$ cat config.mk
export PLATFORM = sky130hd
export DESIGN_NAME = wert_entry_ram
export DESIGN_NICKNAME = d
export VERILOG_FILES = /design/src/wert_pkg.sv /design/src/wert_entry_ram.sv
export SDC_FILE = /design/constraint.sdc
export NUM_CORES = 1
export LEC_CHECK = 0
export BUFFER_PORTS_ARGS = -buffer_cell sky130_fd_sc_hd__buf_2
export CAP_MARGIN = 25
export CORE_ASPECT_RATIO = 1.75
export CORE_MARGIN = 2
export CORE_UTILIZATION = 30
export DETAILED_ROUTE_END_ITERATION = 8
export MAX_ROUTING_LAYER = met4
export SYNTH_ARGS = -nofsm -noshare
export SYNTH_HDL_FRONTEND = slang
export SYNTH_SLANG_ARGS = --single-unit
$ cat constraint.sdc
create_clock -name clk -period 7.5 [get_ports clk]
set_input_delay 1.5 -clock clk [delete_from_list [all_inputs] [get_ports clk]]
set_output_delay 1.5 -clock clk [all_outputs]
set_load 0.02 [all_outputs]
$ cat src/wert_pkg.sv
// ----------------------------------------------------------------------------
// wert_pkg
// types and constants shared by the windowed event rate table
// ----------------------------------------------------------------------------
`default_nettype none

package wert_pkg;

    localparam int ENTRIES    = 32;
    localparam int BUCKETS    = 10;
    localparam int KEY_BITS   = 16;
    localparam int COUNT_BITS = 16;
    localparam int IDX_BITS   = 5;
    localparam int BKT_BITS   = 4;
    localparam int ADDR_BITS  = 9;
    localparam int USED_BITS  = 6;
    localparam int TOTAL_BITS = 20;

    // reciprocal of the bucket count: floor(x / BUCKETS) = (x * BKT_RECIP) >> BKT_RECIP_SHIFT
    localparam logic [31:0] BKT_RECIP       = 32'hCCCCCCCD;
    localparam int          BKT_RECIP_SHIFT = 35;

    localparam logic [1:0] CMD_COUNT = 2'd0;
    localparam logic [1:0] CMD_TICK  = 2'd1;
    localparam logic [1:0] CMD_READ  = 2'd2;

    localparam logic [2:0] ST_COUNTED = 3'd0;
    localparam logic [2:0] ST_ADDED   = 3'd1;
    localparam logic [2:0] ST_FULL    = 3'd2;
    localparam logic [2:0] ST_READ_OK = 3'd3;
    localparam logic [2:0] ST_EMPTY   = 3'd4;

    typedef struct packed {
        logic [1:0]  command;
        logic [15:0] key;
        logic [31:0] now;
        logic [4:0]  read_index;
    } in_item_t;

    typedef struct packed {
        logic [2:0]  status;
        logic [4:0]  entry_index;
        logic [15:0] key_out;
        logic [19:0] window_total;
    } out_item_t;

    typedef enum logic [3:0] {
        S_IDLE,
        S_SEARCH,
        S_SEARCH_WAIT,
        S_CLEAN_RD,
        S_CLEAN_WAIT,
        S_CLEAN,
        S_BUMP_RD,
        S_BUMP_WAIT,
        S_BUMP,
        S_INIT,
        S_SUM,
        S_SUM_WAIT,
        S_DONE
    } state_t;

    // bucket store port group
    typedef struct packed {
        logic                  we;
        logic [ADDR_BITS-1:0]  waddr;
        logic [COUNT_BITS-1:0] wdata;
        logic [ADDR_BITS-1:0]  raddr;
    } bkt_req_t;

    // entry store port group (key and stamp side by side)
    typedef struct packed {
        logic                we;
        logic [IDX_BITS-1:0] waddr;
        logic [KEY_BITS-1:0] wkey;
        logic [31:0]         wstamp;
        logic                wkey_en;
        logic [IDX_BITS-1:0] raddr;
    } ent_req_t;

endpackage

`default_nettype wire

$ cat src/wert_entry_ram.sv
// ----------------------------------------------------------------------------
// wert_entry_ram
// per-entry key and cleanup stamp store with registered read
// ----------------------------------------------------------------------------
`default_nettype none

module wert_entry_ram
    import wert_pkg::*;
(
    input  wire logic                clk,
    input  wire ent_req_t            req,
    output logic [KEY_BITS-1:0]      rkey,
    output logic [31:0]              rstamp
);

    logic [KEY_BITS-1:0] key_mem   [ENTRIES];
    logic [31:0]         stamp_mem [ENTRIES];

    // write port
    always_ff @(posedge clk)
    begin
        if (req.we)
        begin
            stamp_mem[req.waddr] <= req.wstamp;
            if (req.wkey_en)
            begin
                key_mem[req.waddr] <= req.wkey;
            end
        end
    end

    // registered read port
    always_ff @(posedge clk)
    begin
        rkey   <= key_mem[req.raddr];
        rstamp <= stamp_mem[req.raddr];
    end

endmodule

`default_nettype wire

==> impl_metrics.json, run 1 <==
{
  "max_freq_mhz": 289,
  "leakagePower_uw": 0.0235,
  "yosysTopAreaCell": "edfxtp_1",
  "dpl.hpwl_mm": 83.8,
  "synth_enable_flop_cells": 1536,
  "viasPerCell": 4.89,
  "root_buffer": "clkbuf_16",
  "crit_chain": "buf_2 > nand3b_1 > nor2_4 > buf_4",
  "antenna_found_initial": 22,
  "drt-total-wl_mm": 152,
  "gp_congestion": 0.771,
  "clk_latency_ns": 0.78,
  "finalCritPeriodShare_pct": 46.2,
  "crit_required_ns": 7.95,
  "cp-end-kind": "flop",
  "cp_max_fo": 20,
  "power_density_mw_per_mm2": 257,
  "top_level_ports": 109,
  "yosysWarnings": 0,
  "finalInstanceArea_mm2": 0.0691,
  "dpl_cell_area_mm2": 0.0646,
  "p_sw_share_pct": 22.3,
  "layoutNonFillerInstCount": 6321,
  "syn_area_mm2": 0.0609,
  "netlist_instances": 3409,
  "tritoncts": "done",
  "post_drt_wl_per_cell_um": 24.1,
  "fin_ws_ns": 4.04,
  "die_height_um": 600,
  "die_w_um": 345,
  "tightestPinTransition_ns": 1.10,
  "synth_top_area_share_pct": 75.8,
  "clockPowerShare_pct": 39.3,
  "synth_flop_cell": "edfxtp_1",
  "syn-num-nets": 3470,
  "first_iter_violations": 2484,
  "clk_pin_slew_ns": 0.06,
  "final-setup-viol-count": 0,
  "synth.most_common_cell": "edfxtp_1",
  "rsz0062_at_grt": "false",
  "synth.area.top_cells": "edfxtp_1 (76%), mux2i_1 (13%), a22oi_1 (1.8%)",
  "clock_sinks": 1584,
  "io_buffers": 108,
  "async_reset_ff_share_pct": 0,
  "slew_headroom_pct": 26.4,
  "grt_pass1_vias": 31800,
  "max_stage_delay_ns": 1.08,
  "yosys-top-cells-count": "edfxtp_1 (1536), mux2i_1 (768), nand2_1 (149)",
  "grt_max_degree": 131,
  "p_seq_share_pct": 55.6,
  "numCtsBuffers": 141,
  "drc": 0,
  "hold_viol": 0,
  "ys_types": 27,
  "path_class": "in -> reg",
  "period_needed_ns": 3.46,
  "post-cts-setup-buffers": 0,
  "worstSetupStartpointType": "input port",
  "grt.total_usage_pct": 14.9,
  "cts_hold_buffers": 0,
  "seq_area_frac_synth_pct": 77.3,
  "min_path_type": "reg -> reg",
  "slowest_stage": "nor2_4",
  "syn_avg_cell_area_um2": 17.9,
  "num_rows": 218,
  "p_comb_share_pct": 5.1,
  "outcome": "complete, no violations",
  "h-tree-depth": 4,
  "finalClockSkew_ns": 0.0507,
  "cp.arrival_ns": 3.92,
  "clock_path_buffers": 3,
  "ir_drop_mv": 0.202,
  "p_switching_uw": 3960,
  "grt_pass1_wl_mm": 217,
  "grt_overflow": 0,
  "synth_seq_cells": 1584,
  "area_growth_syn_to_layout_pct": 13.5,
  "drv_cap": 0,
  "drv_slew": 0,
  "drtAntennaViolNets": 0,
  "reg2regPathDepth": 5,
  "start_util_pct": 30.2,
  "internal-power_uw": 13800,
  "cts-resized-gates": 0,
  "layout-drive-gt1-share_pct": 12.2,
  "dp.cells": 6054,
  "pre_cts_slack_ns": 3.28,
  "num_vias": 30900,
  "setup_tns_ns": 0,
  "dieArea_mm2": 0.207,
  "core_mm2": 0.202,
  "final_nets": 3618,
  "first_pass_iters": 6,
  "holdPathStages": 4
}
-- flip-flops by register name (all words and copies together), names as in the netlist --
name       flops
stamp_mem   1024
rstamp        32
rkey          16
key_mem      512
-- power groups by stage --
stage	Clock, µW	Combinational (µW)	Sequential [µW]
final	6990	912	9880
after global routing	7470	981	9880
after CTS	7150	925	9880
after detailed placement	0	923	10100
after global placement	0	909	10100
after floorplan	0	509	10100
-- stage by stage --
stage / hold WS, ns / util [%] / power, µW
after floorplan: 0.553 / - / 10600
after global placement: 0.581 / 32.0 / 11000
after detailed placement: 0.591 / 32.0 / 11000
after CTS: 0.589 / 34.3 / 18000
after global routing: 0.637 / 34.3 / 18300
final: 0.591 / 34.3 / 17800
-- cells in the final DEF, fill, tap and decap left out, types with 6 or more instances in the layout --
cell | Yosys | layout
clkinv_16 | 0 | 7
mux2i_1 | 768 | 768
nor2_1 | 66 | 33
a21oi_1 | 144 | 144
buf_2 | 42 | 107
a22o_1 | 96 | 96
nand2_1 | 149 | 148
dfxtp_1 | 48 | 48
clkinv_1 | 0 | 21
clkbuf_8 | 0 | 6
clkbuf_1 | 60 | 38
diode_2 | 0 | 6
edfxtp_1 | 1536 | 1536
nor3_1 | 48 | 48
buf_4 | 49 | 83
nand3_1 | 146 | 146
buf_12 | 0 | 11
clkinv_2 | 0 | 29
a31oi_1 | 48 | 48
a22oi_1 | 144 | 144
nor2_4 | 0 | 33
clkbuf_16 | 0 | 141
-- path summary, 6_finish.rpt --
path               startpoint           endpoint  slack (ns)
max                   req[54]  stamp_mem[22][28]        4.04
min          stamp_mem[16][5]          rstamp[5]        0.59
max reg2reg   stamp_mem[4][0]          rstamp[0]        5.95
min reg2reg  stamp_mem[16][5]          rstamp[5]        0.59
-- cells by family after synthesis --
logic type,Yosys count,synth area share [%]
DFF,1584,77.3
muxes,768,12.6
AOI/OAI and AO/OA,432,4.83
and+or+nand+nor,425,3.11
buffers and inverters,200,2.08
-- final cells by class --
type,count,area [µm²]
antenna,6,15.0
fill,18800,132000
clock inverter,76,722
timing repair buffer,202,1390
sequential,1584,47100
inverter,3,11.3
tap,2640,3300
multi-input combinational,1625,12800
clock buffer,185,3750
-- worst max-delay path, delay by kind of cell --
family,cells,cell delay (ns)
buffers and inverters,2,0.53
and+or+nand+nor,2,1.84
-- routing by layer --
metal / share of wire (%) / routed length [µm] / vias to the layer above / global-route usage, %
li1: - / - / 13800 / -
met1: 38 / 58400 / 16100 / 16.4
met2: 55 / 83100 / 763 / 27.4
met3: 3.9 / 5910 / 287 / 1.97
met4: 3.2 / 4940 / 0 / 5.26
met5: 0 / 0 / - / -
(Power assumes the default switching activity.)
==> run 2, diff against run 1 <==
==> constraint.sdc (replaced) <==
create_clock -name clk -period 3.35 [get_ports clk]
set_input_delay 0.67 -clock clk [delete_from_list [all_inputs] [get_ports clk]]
set_output_delay 0.67 -clock clk [all_outputs]
set_load 0.02 [all_outputs]
==> impl_metrics.json, run 2 (synthesis results as in run 1) <==
{
  "finalCritPeriodShare_pct": 65.4,
  "num_vias": 31200,
  "die_height_um": 600,
  "gp_congestion": 0.788,
  "hold_slack_ns": 0.356,
  "top_register": "stamp_mem",
  "min_from": "req[29]",
  "crit_chain": "buf_2",
  "area_growth_syn_to_layout_pct": 15.3,
  "period_needed_ns": 2.19,
  "grt_pass1_vias": 31900,
  "reg_top3": "stamp_mem (1024), key_mem (512), rstamp (32)",
  "reg2regPathDepth": 5,
  "root_buffer": "clkbuf_16",
  "dpl.hpwl_mm": 88.6,
  "h-tree-depth": 4,
  "top_level_ports": 109,
  "r2r_start": "key_mem[5][12]",
  "cts_hold_buffers": 0,
  "dpl_cell_area_mm2": 0.0656,
  "io_buffers": 108,
  "min_path_type": "in -> reg",
  "largest_reg_flops": 1024,
  "tritoncts": "done",
  "setup_tns_ns": 0,
  "cp_max_fo": 1,
  "slowest_stage": "dfxtp_1",
  "start_util_pct": 30.2,
  "numCtsBuffers": 149,
  "clock_path_buffers": 4,
  "layout_common_cells": "edfxtp_1 (1536), mux2i_1 (768), clkbuf_16 (153)",
  "core_mm2": 0.202,
  "leakagePower_uw": 0.0240,
  "layout_commonest_cell": "edfxtp_1",
  "grt.total_usage_pct": 15.3,
  "grt_pass1_wl_mm": 222,
  "power_density_mw_per_mm2": 576,
  "cts-resized-gates": 0,
  "clock_sinks": 1584,
  "outcome": "complete, no violations",
  "hold_end": "stamp_mem[30][23]",
  "rsz0062_at_grt": "false",
  "final-setup-viol-count": 0,
  "grt_overflow": 0,
  "first_pass_iters": 8,
  "fin_total_pwr_uw": 40400,
  "drc": 0,
  "drtAntennaViolNets": 0,
  "viasPerCell": 4.90,
  "tightestPinTransition_ns": 0.845,
  "first_iter_violations": 2353,
  "finalInstanceArea_mm2": 0.0702,
  "cp-end-kind": "output pin",
  "cp_top_family": "flip-flops",
  "path_class": "reg -> out",
  "grt_max_degree": 81,
  "dieArea_mm2": 0.207,
  "max_freq_mhz": 456,
  "drv_cap": 0,
  "path_buf_inv": 1,
  "fill_cells": 18700,
  "finalClockSkew_ns": 0.0659,
  "r2r-end": "rkey[12]",
  "ir_drop_mv": 0.367,
  "clk_latency_ns": 0.78,
  "cp.arrival_ns": 1.52,
  "rrSetupSlack_ns": 1.82,
  "layout-drive-gt1-share_pct": 13.2,
  "busiest_layer": "met2",
  "gr-usage-met3_pct": 1.81,
  "regArea_mm2": 0.0471,
  "max_stage_delay_ns": 0.50,
  "clk_pin_slew_ns": 0.07,
  "drt-total-wl_mm": 156,
  "multiInputGateArea_mm2": 0.0128,
  "worstSetupStartpointType": "flop",
  "grt_use_met2_pct": 28.3,
  "post_drt_wl_per_cell_um": 24.5,
  "die_w_um": 345,
  "num_rows": 218,
  "cp.depth": 1,
  "hold_viol": 0,
  "post-cts-setup-buffers": 0,
  "antenna_found_initial": 25,
  "final_nets": 3681,
  "slew_headroom_pct": 43.5,
  "use_met1_pct": 16.6,
  "crit_required_ns": 2.68,
  "drv_slew": 0,
  "holdPathStages": 1
}
-- run 2: cell types whose count changed in the layout (fill, tap and decap cells not counted), sizes merged --
cell,delta
clkinvlp,-2
bufinv,+4
buf,+55
inv,-3
clkinv,-22
clkbuf,+17
diode,+1
-- run 2: worst max path at each step --
stage / endpoint / slack, ns / from
final: rstamp[0] / 1.16 / rstamp[0]
after global routing: rstamp[28] / 1.15 / rstamp[28]
after CTS: rstamp[28] / 1.08 / rstamp[28]
after detailed placement: key_mem[0][2] / 0.65 / req[55]
after global placement: key_mem[0][1] / 0.62 / req[55]
after floorplan: stamp_mem[8][0] / 0.06 / req[57]
-- run 2: through the flow --
step	util (%)	worst slack [ns]	std cells
final	34.8	1.16	6371
after floorplan	-	0.0634	3409
after global routing	34.8	1.15	6370
after detailed placement	32.5	0.650	6109
after global placement	32.5	0.624	6109
after CTS	34.8	1.08	6364
-- run 2: layout make-up --
type,count,area share [%]
clock buffer,202,5.85
sequential,1584,67.1
antenna,7,0.0250
inverter,3,0.0160
clock inverter,53,0.637
multi-input combinational,1625,18.2
tap,2640,4.71
timing repair buffer,257,3.43
-- run 2: routing by layer --
metal,vias to the layer above,share of wire [%],routed length [µm]
met3,322,3.9,6060
met5,-,0,0
li1,13900,-,-
met2,777,55,85700
met1,16200,37,58400
met4,0,3.7,5760
-- run 2: where the power goes --
group          internal [µW]  total [µW]  switching [µW]
combinational            703        2140            1440
clock                   9120       16200            7060
sequential             22000       22100             119
total                  31800       40400            8620
