[config.mk]
export PLATFORM = sky130hd
export DESIGN_NAME = wert_ctrl
export DESIGN_NICKNAME = d
export VERILOG_FILES = /design/src/wert_pkg.sv /design/src/wert_ctrl.sv
export SDC_FILE = /design/constraint.sdc
export NUM_CORES = 1
export LEC_CHECK = 0
export BUFFER_PORTS_ARGS = -buffer_cell sky130_fd_sc_hd__clkbuf_2
export CAP_MARGIN = 20
export CORE_ASPECT_RATIO = 1.4
export CORE_MARGIN = 4
export CORE_UTILIZATION = 60
export CTS_CLUSTER_SIZE = 10
export DETAILED_ROUTE_END_ITERATION = 8
export GPL_ROUTABILITY_DRIVEN = 1
export PLACE_DENSITY = 0.88
export SLEW_MARGIN = 20
export SYNTH_ARGS = -nofsm -noshare
export SYNTH_HDL_FRONTEND = slang
export SYNTH_SLANG_ARGS = --single-unit
export TNS_END_PERCENT = 20
[constraint.sdc]
create_clock -name clk -period 13.6 [get_ports clk]
set_input_delay 3.4 -clock clk [delete_from_list [all_inputs] [get_ports clk]]
set_output_delay 3.4 -clock clk [all_outputs]
set_load 0.03 [all_outputs]
[src/wert_pkg.sv]
// ----------------------------------------------------------------------------
// wert_pkg
// types and constants shared by the windowed event rate table
// ----------------------------------------------------------------------------
`default_nettype none

package wert_pkg;

    localparam int ENTRIES    = 32;
    localparam int BUCKETS    = 10;
    localparam int KEY_BITS   = 16;
    localparam int COUNT_BITS = 16;
    localparam int IDX_BITS   = 5;
    localparam int BKT_BITS   = 4;
    localparam int ADDR_BITS  = 9;
    localparam int USED_BITS  = 6;
    localparam int TOTAL_BITS = 20;

    // reciprocal of the bucket count: floor(x / BUCKETS) = (x * BKT_RECIP) >> BKT_RECIP_SHIFT
    localparam logic [31:0] BKT_RECIP       = 32'hCCCCCCCD;
    localparam int          BKT_RECIP_SHIFT = 35;

    localparam logic [1:0] CMD_COUNT = 2'd0;
    localparam logic [1:0] CMD_TICK  = 2'd1;
    localparam logic [1:0] CMD_READ  = 2'd2;

    localparam logic [2:0] ST_COUNTED = 3'd0;
    localparam logic [2:0] ST_ADDED   = 3'd1;
    localparam logic [2:0] ST_FULL    = 3'd2;
    localparam logic [2:0] ST_READ_OK = 3'd3;
    localparam logic [2:0] ST_EMPTY   = 3'd4;

    typedef struct packed {
        logic [1:0]  command;
        logic [15:0] key;
        logic [31:0] now;
        logic [4:0]  read_index;
    } in_item_t;

    typedef struct packed {
        logic [2:0]  status;
        logic [4:0]  entry_index;
        logic [15:0] key_out;
        logic [19:0] window_total;
    } out_item_t;

    typedef enum logic [3:0] {
        S_IDLE,
        S_SEARCH,
        S_SEARCH_WAIT,
        S_CLEAN_RD,
        S_CLEAN_WAIT,
        S_CLEAN,
        S_BUMP_RD,
        S_BUMP_WAIT,
        S_BUMP,
        S_INIT,
        S_SUM,
        S_SUM_WAIT,
        S_DONE
    } state_t;

    // bucket store port group
    typedef struct packed {
        logic                  we;
        logic [ADDR_BITS-1:0]  waddr;
        logic [COUNT_BITS-1:0] wdata;
        logic [ADDR_BITS-1:0]  raddr;
    } bkt_req_t;

    // entry store port group (key and stamp side by side)
    typedef struct packed {
        logic                we;
        logic [IDX_BITS-1:0] waddr;
        logic [KEY_BITS-1:0] wkey;
        logic [31:0]         wstamp;
        logic                wkey_en;
        logic [IDX_BITS-1:0] raddr;
    } ent_req_t;

endpackage

`default_nettype wire

[src/wert_ctrl.sv]
// ----------------------------------------------------------------------------
// wert_ctrl
// sequencer: key search, new entry init, lazy bucket clearing, bump, tick walk and read sum
// ----------------------------------------------------------------------------
`default_nettype none

module wert_ctrl
    import wert_pkg::*;
(
    input  wire logic                  clk,
    input  wire logic                  rst_n,
    input  wire logic                  in_valid,
    output logic                       in_ready,
    input  wire in_item_t              in_data,
    output logic                       out_valid,
    input  wire logic                  out_ready,
    output out_item_t                  out_data,
    output bkt_req_t                   bkt,
    input  wire logic [COUNT_BITS-1:0] bkt_rdata,
    output ent_req_t                   ent,
    input  wire logic [KEY_BITS-1:0]   ent_rkey,
    input  wire logic [31:0]           ent_rstamp
);

    state_t                state_reg, state_next;
    in_item_t              item_reg;
    logic [USED_BITS-1:0]  used_reg, used_next;
    logic [IDX_BITS-1:0]   idx_reg, idx_next;     // entry under work
    logic [USED_BITS-1:0]  scan_reg, scan_next;   // search / tick position
    logic [BKT_BITS-1:0]   bk_reg, bk_next;       // bucket position
    logic [BKT_BITS-1:0]   clr_cnt_reg, clr_cnt_next;
    logic [BKT_BITS-1:0]   clr_pos_reg, clr_pos_next;
    logic [TOTAL_BITS:0]   sum_reg, sum_next;
    logic                  tick_mode_reg, tick_mode_next;
    out_item_t             out_reg, out_next;
    logic                  out_valid_reg, out_valid_next;

    // now mod buckets and clear span, from the held item and the read stamp
    logic [BKT_BITS-1:0]   now_bkt;
    logic [32:0]           span;
    logic [ADDR_BITS-1:0]  base;
    logic [COUNT_BITS-1:0] bumped;
    logic [31:0]           now_q;
    logic [63:0]           recip_prod;
    logic [63-BKT_RECIP_SHIFT:0] quot_reg, quot_next;

    assign now_q   = item_reg.now;
    // quotient by reciprocal multiply, registered; remainder from the low bits
    assign recip_prod = 64'(now_q) * 64'(BKT_RECIP);
    assign quot_next  = recip_prod[63:BKT_RECIP_SHIFT];
    assign now_bkt    = now_q[BKT_BITS-1:0]
                        - BKT_BITS'(quot_reg[BKT_BITS-1:0] * BKT_BITS'(BUCKETS));
    assign span    = {1'b0, now_q} - {1'b0, ent_rstamp};
    assign base    = ADDR_BITS'(idx_reg) * ADDR_BITS'(BUCKETS);
    assign bumped  = (bkt_rdata == {COUNT_BITS{1'b1}}) ? bkt_rdata : bkt_rdata + 1'b1;

    assign in_ready  = (state_reg == S_IDLE) && !out_valid_reg;
    assign out_valid = out_valid_reg;
    assign out_data  = out_reg;

    // control registers
    always_ff @(posedge clk or negedge rst_n)
    begin
        if (!rst_n)
        begin
            state_reg     <= S_IDLE;
            used_reg      <= '0;
            out_valid_reg <= 1'b0;
        end
        else
        begin
            state_reg     <= state_next;
            used_reg      <= used_next;
            out_valid_reg <= out_valid_next;
        end
    end

    // working registers
    always_ff @(posedge clk)
    begin
        if (in_valid && in_ready)
        begin
            item_reg <= in_data;
        end
        idx_reg       <= idx_next;
        scan_reg      <= scan_next;
        bk_reg        <= bk_next;
        clr_cnt_reg   <= clr_cnt_next;
        clr_pos_reg   <= clr_pos_next;
        sum_reg       <= sum_next;
        tick_mode_reg <= tick_mode_next;
        out_reg       <= out_next;
        quot_reg      <= quot_next;
    end

    // next state
    always_comb
    begin
        state_next = state_reg;
        unique case (state_reg)
            S_IDLE:
            begin
                if (in_valid && in_ready)
                begin
                    unique case (in_data.command)
                        CMD_COUNT: state_next = S_SEARCH;
                        CMD_TICK:  state_next = S_SEARCH;
                        CMD_READ:  state_next = S_SUM;
                        default:   state_next = S_IDLE;
                    endcase
                end
            end
            S_SEARCH:
            begin
                if (scan_reg >= used_reg)
                begin
                    if (tick_mode_reg || used_reg >= USED_BITS'(ENTRIES))
                        state_next = tick_mode_reg ? S_IDLE : S_DONE;
                    else
                        state_next = S_INIT;
                end
                else
                begin
                    state_next = S_SEARCH_WAIT;
                end
            end
            S_SEARCH_WAIT:
            begin
                if (tick_mode_reg || ent_rkey == item_reg.key)
                    state_next = S_CLEAN_RD;
                else
                    state_next = S_SEARCH;
            end
            S_CLEAN_RD:    state_next = S_CLEAN_WAIT;
            S_CLEAN_WAIT:  state_next = (clr_cnt_reg == '0) ? S_CLEAN_RD : S_CLEAN;
            S_CLEAN:
            begin
                if (clr_cnt_reg == BKT_BITS'(1))
                    state_next = tick_mode_reg ? S_SEARCH : S_BUMP_RD;
                else
                    state_next = S_CLEAN;
            end
            S_BUMP_RD:     state_next = S_BUMP_WAIT;
            S_BUMP_WAIT:   state_next = S_BUMP;
            S_BUMP:        state_next = S_DONE;
            S_INIT:
            begin
                if (bk_reg == BKT_BITS'(BUCKETS - 1))
                    state_next = S_DONE;
            end
            S_SUM:
            begin
                if (item_reg.read_index >= used_reg[IDX_BITS-1:0] || used_reg == '0)
                begin
                    if ({1'b0, item_reg.read_index} >= used_reg)
                        state_next = S_DONE;
                    else
                        state_next = S_SUM_WAIT;
                end
                else
                begin
                    state_next = S_SUM_WAIT;
                end
            end
            S_SUM_WAIT:
            begin
                if (bk_reg == BKT_BITS'(BUCKETS))
                    state_next = S_DONE;
            end
            S_DONE:        state_next = S_IDLE;
            default:       state_next = S_IDLE;
        endcase
    end

    // datapath and memory ports
    always_comb
    begin
        used_next      = used_reg;
        idx_next       = idx_reg;
        scan_next      = scan_reg;
        bk_next        = bk_reg;
        clr_cnt_next   = clr_cnt_reg;
        clr_pos_next   = clr_pos_reg;
        sum_next       = sum_reg;
        tick_mode_next = tick_mode_reg;
        out_next       = out_reg;
        out_valid_next = out_valid_reg && !out_ready;
        bkt            = '0;
        ent            = '0;

        unique case (state_reg)
            S_IDLE:
            begin
                scan_next      = '0;
                bk_next        = '0;
                sum_next       = '0;
                tick_mode_next = (in_data.command == CMD_TICK);
                // result register is held until a new transaction starts
                if (in_valid && in_ready)
                    out_next = '0;
            end
            S_SEARCH:
            begin
                idx_next  = scan_reg[IDX_BITS-1:0];
                ent.raddr = scan_reg[IDX_BITS-1:0];
                scan_next = scan_reg + 1'b1;
                if (scan_reg >= used_reg && !tick_mode_reg)
                begin
                    if (used_reg >= USED_BITS'(ENTRIES))
                    begin
                        out_next.status = ST_FULL;
                    end
                    else
                    begin
                        idx_next  = used_reg[IDX_BITS-1:0];
                        used_next = used_reg + 1'b1;
                        bk_next   = '0;
                        out_next.status      = ST_ADDED;
                        out_next.entry_index = used_reg[IDX_BITS-1:0];
                    end
                end
            end
            S_SEARCH_WAIT:
            begin
                // decide clear span from stamp
                ent.raddr = idx_reg;
                if (!tick_mode_reg && ent_rkey == item_reg.key)
                begin
                    out_next.status      = ST_COUNTED;
                    out_next.entry_index = idx_reg;
                    scan_next            = USED_BITS'(ENTRIES);
                end
                if (span[32])
                begin
                    // stamp ahead of now: park the position so nothing is written
                    clr_cnt_next = '0;
                    clr_pos_next = BKT_BITS'(BUCKETS);
                end
                else if (span[31:0] >= 32'(BUCKETS))
                begin
                    clr_cnt_next = BKT_BITS'(BUCKETS);
                    clr_pos_next = '0;
                end
                else
                begin
                    clr_cnt_next = BKT_BITS'(span[BKT_BITS-1:0] + 1'b1);
                    // stamp mod buckets, stepped back from now mod buckets
                    clr_pos_next = (now_bkt >= span[BKT_BITS-1:0])
                        ? now_bkt - span[BKT_BITS-1:0]
                        : now_bkt + BKT_BITS'(BUCKETS) - span[BKT_BITS-1:0];
                end
            end
            S_CLEAN_RD:
            begin
                // nothing stale: skip straight on
                if (clr_cnt_reg == '0)
                    clr_cnt_next = BKT_BITS'(1);
            end
            S_CLEAN_WAIT: ;
            S_CLEAN:
            begin
                if (clr_pos_reg != BKT_BITS'(BUCKETS))
                begin
                    bkt.we    = 1'b1;
                    bkt.waddr = base + ADDR_BITS'(clr_pos_reg);
                    bkt.wdata = '0;
                end
                clr_cnt_next = clr_cnt_reg - 1'b1;
                clr_pos_next = (clr_pos_reg == BKT_BITS'(BUCKETS - 1))
                    ? '0 : clr_pos_reg + 1'b1;
                if (clr_cnt_reg == BKT_BITS'(1) && clr_pos_reg != BKT_BITS'(BUCKETS))
                begin
                    ent.we     = 1'b1;
                    ent.waddr  = idx_reg;
                    ent.wstamp = now_q + 1'b1;
                end
            end
            S_BUMP_RD:
            begin
                bkt.raddr = base + ADDR_BITS'(now_bkt);
            end
            S_BUMP_WAIT:
            begin
                bkt.raddr = base + ADDR_BITS'(now_bkt);
            end
            S_BUMP:
            begin
                bkt.we         = 1'b1;
                bkt.waddr      = base + ADDR_BITS'(now_bkt);
                bkt.wdata      = bumped;
            end
            S_INIT:
            begin
                bkt.we    = 1'b1;
                bkt.waddr = base + ADDR_BITS'(bk_reg);
                bkt.wdata = (bk_reg == now_bkt) ? COUNT_BITS'(1) : '0;
                bk_next   = bk_reg + 1'b1;
                if (bk_reg == '0)
                begin
                    ent.we      = 1'b1;
                    ent.waddr   = idx_reg;
                    ent.wkey_en = 1'b1;
                    ent.wkey    = item_reg.key;
                    ent.wstamp  = now_q + 1'b1;
                end
            end
            S_SUM:
            begin
                idx_next             = item_reg.read_index;
                out_next.entry_index = item_reg.read_index;
                out_next.status      = ST_EMPTY;
                ent.raddr            = item_reg.read_index;
                bkt.raddr            = ADDR_BITS'(item_reg.read_index) * ADDR_BITS'(BUCKETS);
                bk_next              = '0;
            end
            S_SUM_WAIT:
            begin
                // one bucket read in flight per cycle
                bkt.raddr = base + ADDR_BITS'(bk_reg + 1'b1);
                ent.raddr = idx_reg;
                if (bk_reg == '0)
                    sum_next = (TOTAL_BITS+1)'(bkt_rdata);
                else
                    sum_next = sum_reg + (TOTAL_BITS+1)'(bkt_rdata);
                bk_next = bk_reg + 1'b1;
                if (bk_reg == BKT_BITS'(BUCKETS))
                begin
                    sum_next              = sum_reg;
                    out_next.status       = ST_READ_OK;
                    out_next.key_out      = ent_rkey;
                    out_next.window_total = sum_reg[TOTAL_BITS] ? {TOTAL_BITS{1'b1}}
                                            : sum_reg[TOTAL_BITS-1:0];
                end
            end
            S_DONE:
            begin
                out_valid_next = 1'b1;
            end
            default: ;
        endcase
    end

endmodule

`default_nettype wire

==> summary.md, run 1 <==
| Metric | Value |
|---|---|
| Post-synth top cells | inv_1, ha_1, fa_1 |
| Synth warn | 0 |
| Final ANT Viol Nets | 0 |
| Async set-reset flop share out of synthesis | 7.05% |
| Count leader, synth | inv_1 |
| Detail Placement HPWL | 58500 µm |
| Reg2reg path depth | 21 |
| Synth Cell Area | 0.0225 mm² |
| Die area | 0.0407 mm² |
| First-pass GRT wire length | 109000 µm |
| Vias after detailed routing | 18800 |
| Status | completed |
| Max Fclk | 111 MHz |
| WL/cell | 22.3 µm |
| Sequential area share after synthesis | 20.4% |
| Filler cells | 2896 |
| Gr usage total | 35.0% |
| Syn Inst Count | 2405 |
| Number of synthesized flops with an enable pin | 142 |
| CTS resizes | 0 |
| FP Rows | 83 |
| CTS sink cnt | 156 |
| Final setup TNS | 0 ns |
| WL final | 69900 µm |
| Post-synth top area share | 23.9% |
| Ports | 264 |
| Largest net degree at the start of global routing | 55 |
| Worst Tran Pin Value | 1.09 ns |
| Core area | 0.0369 mm² |
| Final Setup Violations | 0 |
| Initial antenna violation count | 1 |
| Syn nets | 3092 |
| Slowest CP cell | nor2b_1 |
| Final Hold Viols | 0 |
| CTS tree | done |
| Final cell count without fillers | 3128 |
| WS Path Type | in -> out |
| Via-to-Cell Ratio | 6.02 |
| Die Y | 237 µm |
| Final nets | 3334 |
| Worst R2R Setup Slack | 6.01 ns |
| Number of global-route vias before repair | 20100 |
| Number of flip-flops in the largest register | 44 |
| Width of the chip | 172 µm |
| CP endpoint kind | primary output |
| Min Tclk post-route | 8.98 ns |
| DRC | 0 |
| DP Area | 0.0243 mm² |
| Required time worst endpoint | 10.20 ns |
| Number of port buffers | 263 |
| FF+latch count, synth | 156 |
| Hold WC Path Type | reg -> reg |
| Starting Density | 61.1% |
| Placement Setup Slack | 4.75 ns |
| DP Cell Count | 3095 |
| GRT overflow | 0 |
| Area contributors post-synth | fa_1, edfxtp_1, ha_1 |
| Origin of the critical flop-to-flop path | now_q[11]$_DFFE_PP_ |
| Synth unique cells | 82 |
| Crit path buffers/inverters | 2 |
| Worst hold path stage count | 2 |
| Clk_skew | 0.0266 ns |
| Hold_sp | sum_reg[4]$_SDFFCE_PN0P_ |
| CP top delay family | simple AND/OR/NAND/NOR gates |
| Setup ws final | 4.62 ns |
| Fin crit share | 66.0% |
| Initial DRC count | 1656 |
| CTS H-tree depth | 4 |
| Slowest Stage Delay on Critical Path | 0.42 ns |
| Worst Hold Path EP | out_data[4]$_SDFFCE_PN0P_ |
| Predominant post-synthesis flop cell | edfxtp_1 |
| Max clock buf depth | 2 |
| GP Congestion | 1.03 |
| Max-slew headroom | 27.0% |
| CTS Hold Bufs | 0 |
| CTS clk-pin slew, worst paths | 0.07 ns |
| Clock Tree Root | clkbuf_16 |
| CP Launch Type | input port |
| Cell-by-cell trace of the critical path | clkbuf_2 -> and3_1 -> and3_1 -> nor2b_1 -> a21oi_1 -> nand4_1 -> xor2_1 -> nor2_1 -> clkbuf_2 |
| Latest clock arrival within the worst-skew pair | 0.47 ns |
| RSZ-0062 raised after global routing | false |
| Final instance area | 0.0250 mm² |
| Max-Cap Viols | 0 |
| Total CTS buffers | 17 |
| Number of detailed-route iterations in the first pass | 8 |
| Worst EP arrival | 5.58 ns |
| Post-CTS setup buffer count | 0 |
| Synth-to-Final Area Change | 10.9% |
| Fin. max-slew vios | 0 |
| Area leader, netlist | fa_1 |
| Share of layout cells above drive strength 1 | 12.4% |
| Worst reg2reg path endpoint | quot_reg[2]$_DFF_P_ |
| Post-synthesis area per instance | 9.36 µm² |
| Top fanout value on the critical path | 7 |
[worst max path at each step]
stage	slack, ns	cells past startpoint	to	start
6_report	4.62	9	bkt[18]	bkt_rdata[2]
5_1_grt	4.49	9	bkt[19]	bkt_rdata[0]
4_1_cts	4.70	9	bkt[19]	bkt_rdata[0]
3_5_place_dp	4.75	9	bkt[19]	bkt_rdata[0]
3_3_place_gp	4.83	9	bkt[19]	bkt_rdata[0]
2_1_floorplan	5.03	8	bkt[19]	bkt_rdata[0]
[layout by cell type, fill, tap and decap left out, types with 5 or more instances in the layout]
cell         n
inv_1      537
ha_1       295
fa_1       269
clkbuf_2   263
nor2_1     175
edfxtp_1   142
nand2_1    141
a21oi_1    102
xor2_1      81
xnor2_1     79
o21ai_0     74
nand3_1     46
and2_1      41
a21o_1      33
nand4_1     28
nor3_1      26
nand2b_1    21
and3_1      21
nor2b_1     19
clkbuf_16   17
a31oi_1     15
a211oi_1    12
buf_4       12
o21a_1      11
a22oi_1     11
dfrtp_1     11
mux2i_1      9
or3_1        9
nor4_1       8
o211ai_1     8
clkinv_8     8
a221o_1      7
o221ai_1     7
o21ai_1      7
o22ai_1      7
o21bai_1     6
o2111ai_1    5
o31ai_1      5
o2bb2ai_1    5
a41oi_1      5
[per-layer routing]
metal	vias up	global-route usage, %	share of wire (%)
li1	8375	-	-
met1	9161	38.8	34
met2	983	60.1	50
met3	320	5.46	7.0
met4	0	25.8	9.1
met5	-	0	0
[tightest hold or removal path, cell delays in order, from the launching register on]
cell      delay, ns
edfxtp_1       0.35
nor2_1         0.04
nor2_1         0.07
[kinds of logic (layout without fill, tap and decap cells)]
family / after synthesis / in the layout / synth area share, %
AO/OA/AOI/OAI: 369 / 369 / 10.9
flip-flops: 156 / 156 / 20.4
buffers and inverters: 589 / 844 / 9.90
XOR/XNOR: 160 / 160 / 6.23
other: 0 / 1 / 0
adder cells (fa/ha/maj): 564 / 564 / 40.3
multiplexers: 11 / 11 / 0.500
AND/OR/NAND/NOR: 556 / 556 / 11.7
[stage by stage]
step	utilization [%]	hold WS, ns
6_report	67.7	0.578
5_1_grt	67.7	0.606
4_1_cts	67.7	0.571
3_5_place_dp	66.0	0.560
3_3_place_gp	66.0	0.533
2_1_floorplan	-	0.505
[final cells by class]
class                      instances  area [µm²]  share of cell area [%]
sequential                       156        4600                    18.4
tap                              467         584                    2.34
multi-input combinational       1660       15700                    63.0
clock buffer                      17         425                    1.70
antenna                            1        2.50                  0.0100
clock inverter                    15         209                   0.837
inverter                         537        2020                    8.08
timing repair buffer             275        1410                    5.63
Power of run 1 is left out: the tool's default activity adds up to more than one toggle a clock period on the data nets, which glitch-free logic cannot reach.
==> run 2: changes to the inputs <==
- clock period: 13.6 -> 8.7 ns (I/O delays scaled with it)
==> run 2 against run 1 <==
  * Global-route usage increased by 3.9 points
  * Clock-buffer cell count unchanged
  * Non-clock buffer count shrank 2
  * Clock skew is 0.017 ns lower
  * Critical path depth increased by 12
  * Die area unchanged
  * Cell area shrank 0.21%
  * First-iteration DRC count shrank 6.9%
==> summary.md, run 2 (synthesis gave the netlist of run 1 again) <==
| Metric | Value |
|---|---|
| Cell-by-cell trace of the critical path | ha_1 -> inv_1 -> fa_1 -> fa_1 -> fa_1 -> inv_1 -> fa_1 -> fa_1 -> fa_1 -> inv_1 -> fa_1 -> inv_1 -> ha_1 -> a21o_1 -> a21o_1 -> a211oi_1 -> nand3_1 -> a32oi_1 -> nand2b_1 -> a21oi_1 -> xnor2_1 |
| Max-Cap Viols | 0 (unchanged) |
| FP Rows | 83 (unchanged) |
| Total CTS buffers | 17 (unchanged) |
| Worst Tran Pin Value | 1.07 ns (-0.0139 ns) |
| Most frequent cells in the layout | inv_1, ha_1, fa_1 |
| CP endpoint kind | flip-flop |
| Gr usage total | 38.9% (+3.9 points) |
| Fin crit share | 80.7% |
| Worst EP arrival | 7.34 ns (+1.76 ns) |
| Ant diodes | 0 (-1) |
| Width of the chip | 172 µm (unchanged) |
| Setup ws final | 1.68 ns (-2.94 ns) |
| CTS H-tree depth | 4 (unchanged) |
| Number of flip-flops in the largest register | 44 (unchanged) |
| Initial antenna violation count | 0 (-1) |
| Max Fclk | 142 MHz |
| Hold WC Path Type | reg -> reg |
| Min Tclk post-route | 7.02 ns |
| Number of global-route vias before repair | 20100 (+0.42%) |
| Crit path buffers/inverters | 4 (+2) |
| Number of detailed-route iterations in the first pass | 7 (-1) |
| CTS resizes | 0 (unchanged) |
| Share of layout cells above drive strength 1 | 12.3% (-0.10 points) |
| Final nets | 3332 (-0.060%) |
| GP Congestion | 1.06 (+2.4%) |
| Fin. max-slew vios | 0 (unchanged) |
| Clock Tree Root | clkbuf_16 |
| Initial DRC count | 1542 (-6.9%) |
| CTS tree | done |
| Ports | 264 (unchanged) |
| First-pass GRT wire length | 118000 µm (+8.0%) |
| Slowest Stage Delay on Critical Path | 0.64 ns (+0.22 ns) |
| WL/cell | 24.8 µm (+11%) |
| WS Path Type | reg -> reg |
| CTS Hold Bufs | 0 (unchanged) |
| Status | completed |
| Final cell count without fillers | 3125 (-0.096%) |
| Post-CTS setup buffer count | 0 (unchanged) |
| Synth-to-Final Area Change | 10.6% |
| Number of port buffers | 263 (unchanged) |
| Most common cell after layout, fill and taps aside | inv_1 |
| Die Y | 237 µm (unchanged) |
| CP Launch Type | flip-flop |
| CTS clk-pin slew, worst paths | 0.08 ns (about the same) |
| Starting Density | 61.1% (unchanged) |
| CTS sink cnt | 156 (unchanged) |
| GRT overflow | 0 (unchanged) |
| Latest clock arrival within the worst-skew pair | 0.46 ns (about the same) |
| Vias after detailed routing | 18700 (-0.51%) |
| Final ANT Viol Nets | 0 (unchanged) |
| CP top delay family | adder cells |
| Final Hold Viols | 0 (unchanged) |
| Final setup TNS | 0 ns (unchanged) |
| Max clock buf depth | 2 (unchanged) |
| Most common cell on crit path | fa_1 |
| Final Setup Violations | 0 (unchanged) |
| Top fanout value on the critical path | 7 (unchanged) |
| RSZ-0062 raised after global routing | false |
| Slowest CP cell | edfxtp_1 |
| Placement Setup Slack | 1.69 ns (-3.06 ns) |
| Die area | 0.0407 mm² (unchanged) |
| WL final | 77500 µm (+11%) |
| DP Cell Count | 3092 (-0.097%) |
| Sequential cell area | 0.00460 mm² (unchanged) |
| Largest net degree at the start of global routing | 55 (unchanged) |
| Core area | 0.0369 mm² (unchanged) |
| Filler cells | 2908 (+0.41%) |
| Via-to-Cell Ratio | 6.00 (-0.42%) |
| Footprint of the multi-input gates | 0.0157 mm² (about the same) |
| Max-slew headroom | 27.9% (+0.94 points) |
| Clk_skew | 0.00991 ns (-0.0167 ns) |
| Detail Placement HPWL | 65500 µm (+12%) |
| Required time worst endpoint | 9.02 ns (-1.18 ns) |
| DRC | 0 (unchanged) |
[run 2: cell types whose count changed in the layout (fill, tap and decap cells not counted), sizes merged]
cell      before  now
buf           12   10
clkinv         9    7
clkinvlp       0    2
diode          1    0
[run 2: final cells by class]
class | count | share of cell area [%]
clock buffer | 17 | 1.71
clock inverter | 15 | 0.688
inverter | 537 | 8.09
multi-input combinational | 1660 | 63.1
sequential | 156 | 18.5
tap | 467 | 2.35
timing repair buffer | 273 | 5.62
[run 2: stage by stage]
step	hold slack (ns)	utilization, %	cell area [µm²]
after global placement	0.531	65.9	24300
after global routing	0.616	67.6	24900
after CTS	0.576	67.5	24900
final	0.581	67.6	24900
after floorplan	0.505	-	22500
after detailed placement	0.558	65.9	24300
[run 2: path summary, 6_finish.rpt]
path / start / end / slack, ns / depth (start not counted)
worst min register to register: sum_reg[3]$_SDFFCE_PN0P_ / out_data[3]$_SDFFCE_PN0P_ / 0.58 / 2
worst min-delay path: sum_reg[3]$_SDFFCE_PN0P_ / out_data[3]$_SDFFCE_PN0P_ / 0.58 / 2
worst max-delay path: now_q[11]$_DFFE_PP_ / quot_reg[2]$_DFF_P_ / 1.68 / 21
worst max register to register: now_q[11]$_DFFE_PP_ / quot_reg[2]$_DFF_P_ / 1.68 / 21
min in group asynchronous: rst_n / used_reg[2]$_DFFE_PN0P_ / 1.57 / 1
max in group asynchronous: rst_n / state_reg[3]$_DFFE_PN0P_ / 6.91 / 1
[run 2: worst reg2reg max path: stages, from the launching register on]
cell      delay [ns]
edfxtp_1        0.64
ha_1            0.41
inv_1           0.20
fa_1            0.54
fa_1            0.54
fa_1            0.53
inv_1           0.05
fa_1            0.46
fa_1            0.52
fa_1            0.55
inv_1           0.05
fa_1            0.53
inv_1           0.04
ha_1            0.31
a21o_1          0.20
a21o_1          0.18
a211oi_1        0.35
nand3_1         0.13
a32oi_1         0.27
nand2b_1        0.12
a21oi_1         0.18
xnor2_1         0.08
[run 2: layer usage]
metal  track usage [%]  part of all wire, %  wire length, µm
met1              40.4                   33            25800
met2              68.1                   50            38800
met3              6.47                  6.4             4940
met4              31.4                   10             8010
met5                 0                    0                0
Power of run 2 is left out for the same reason.
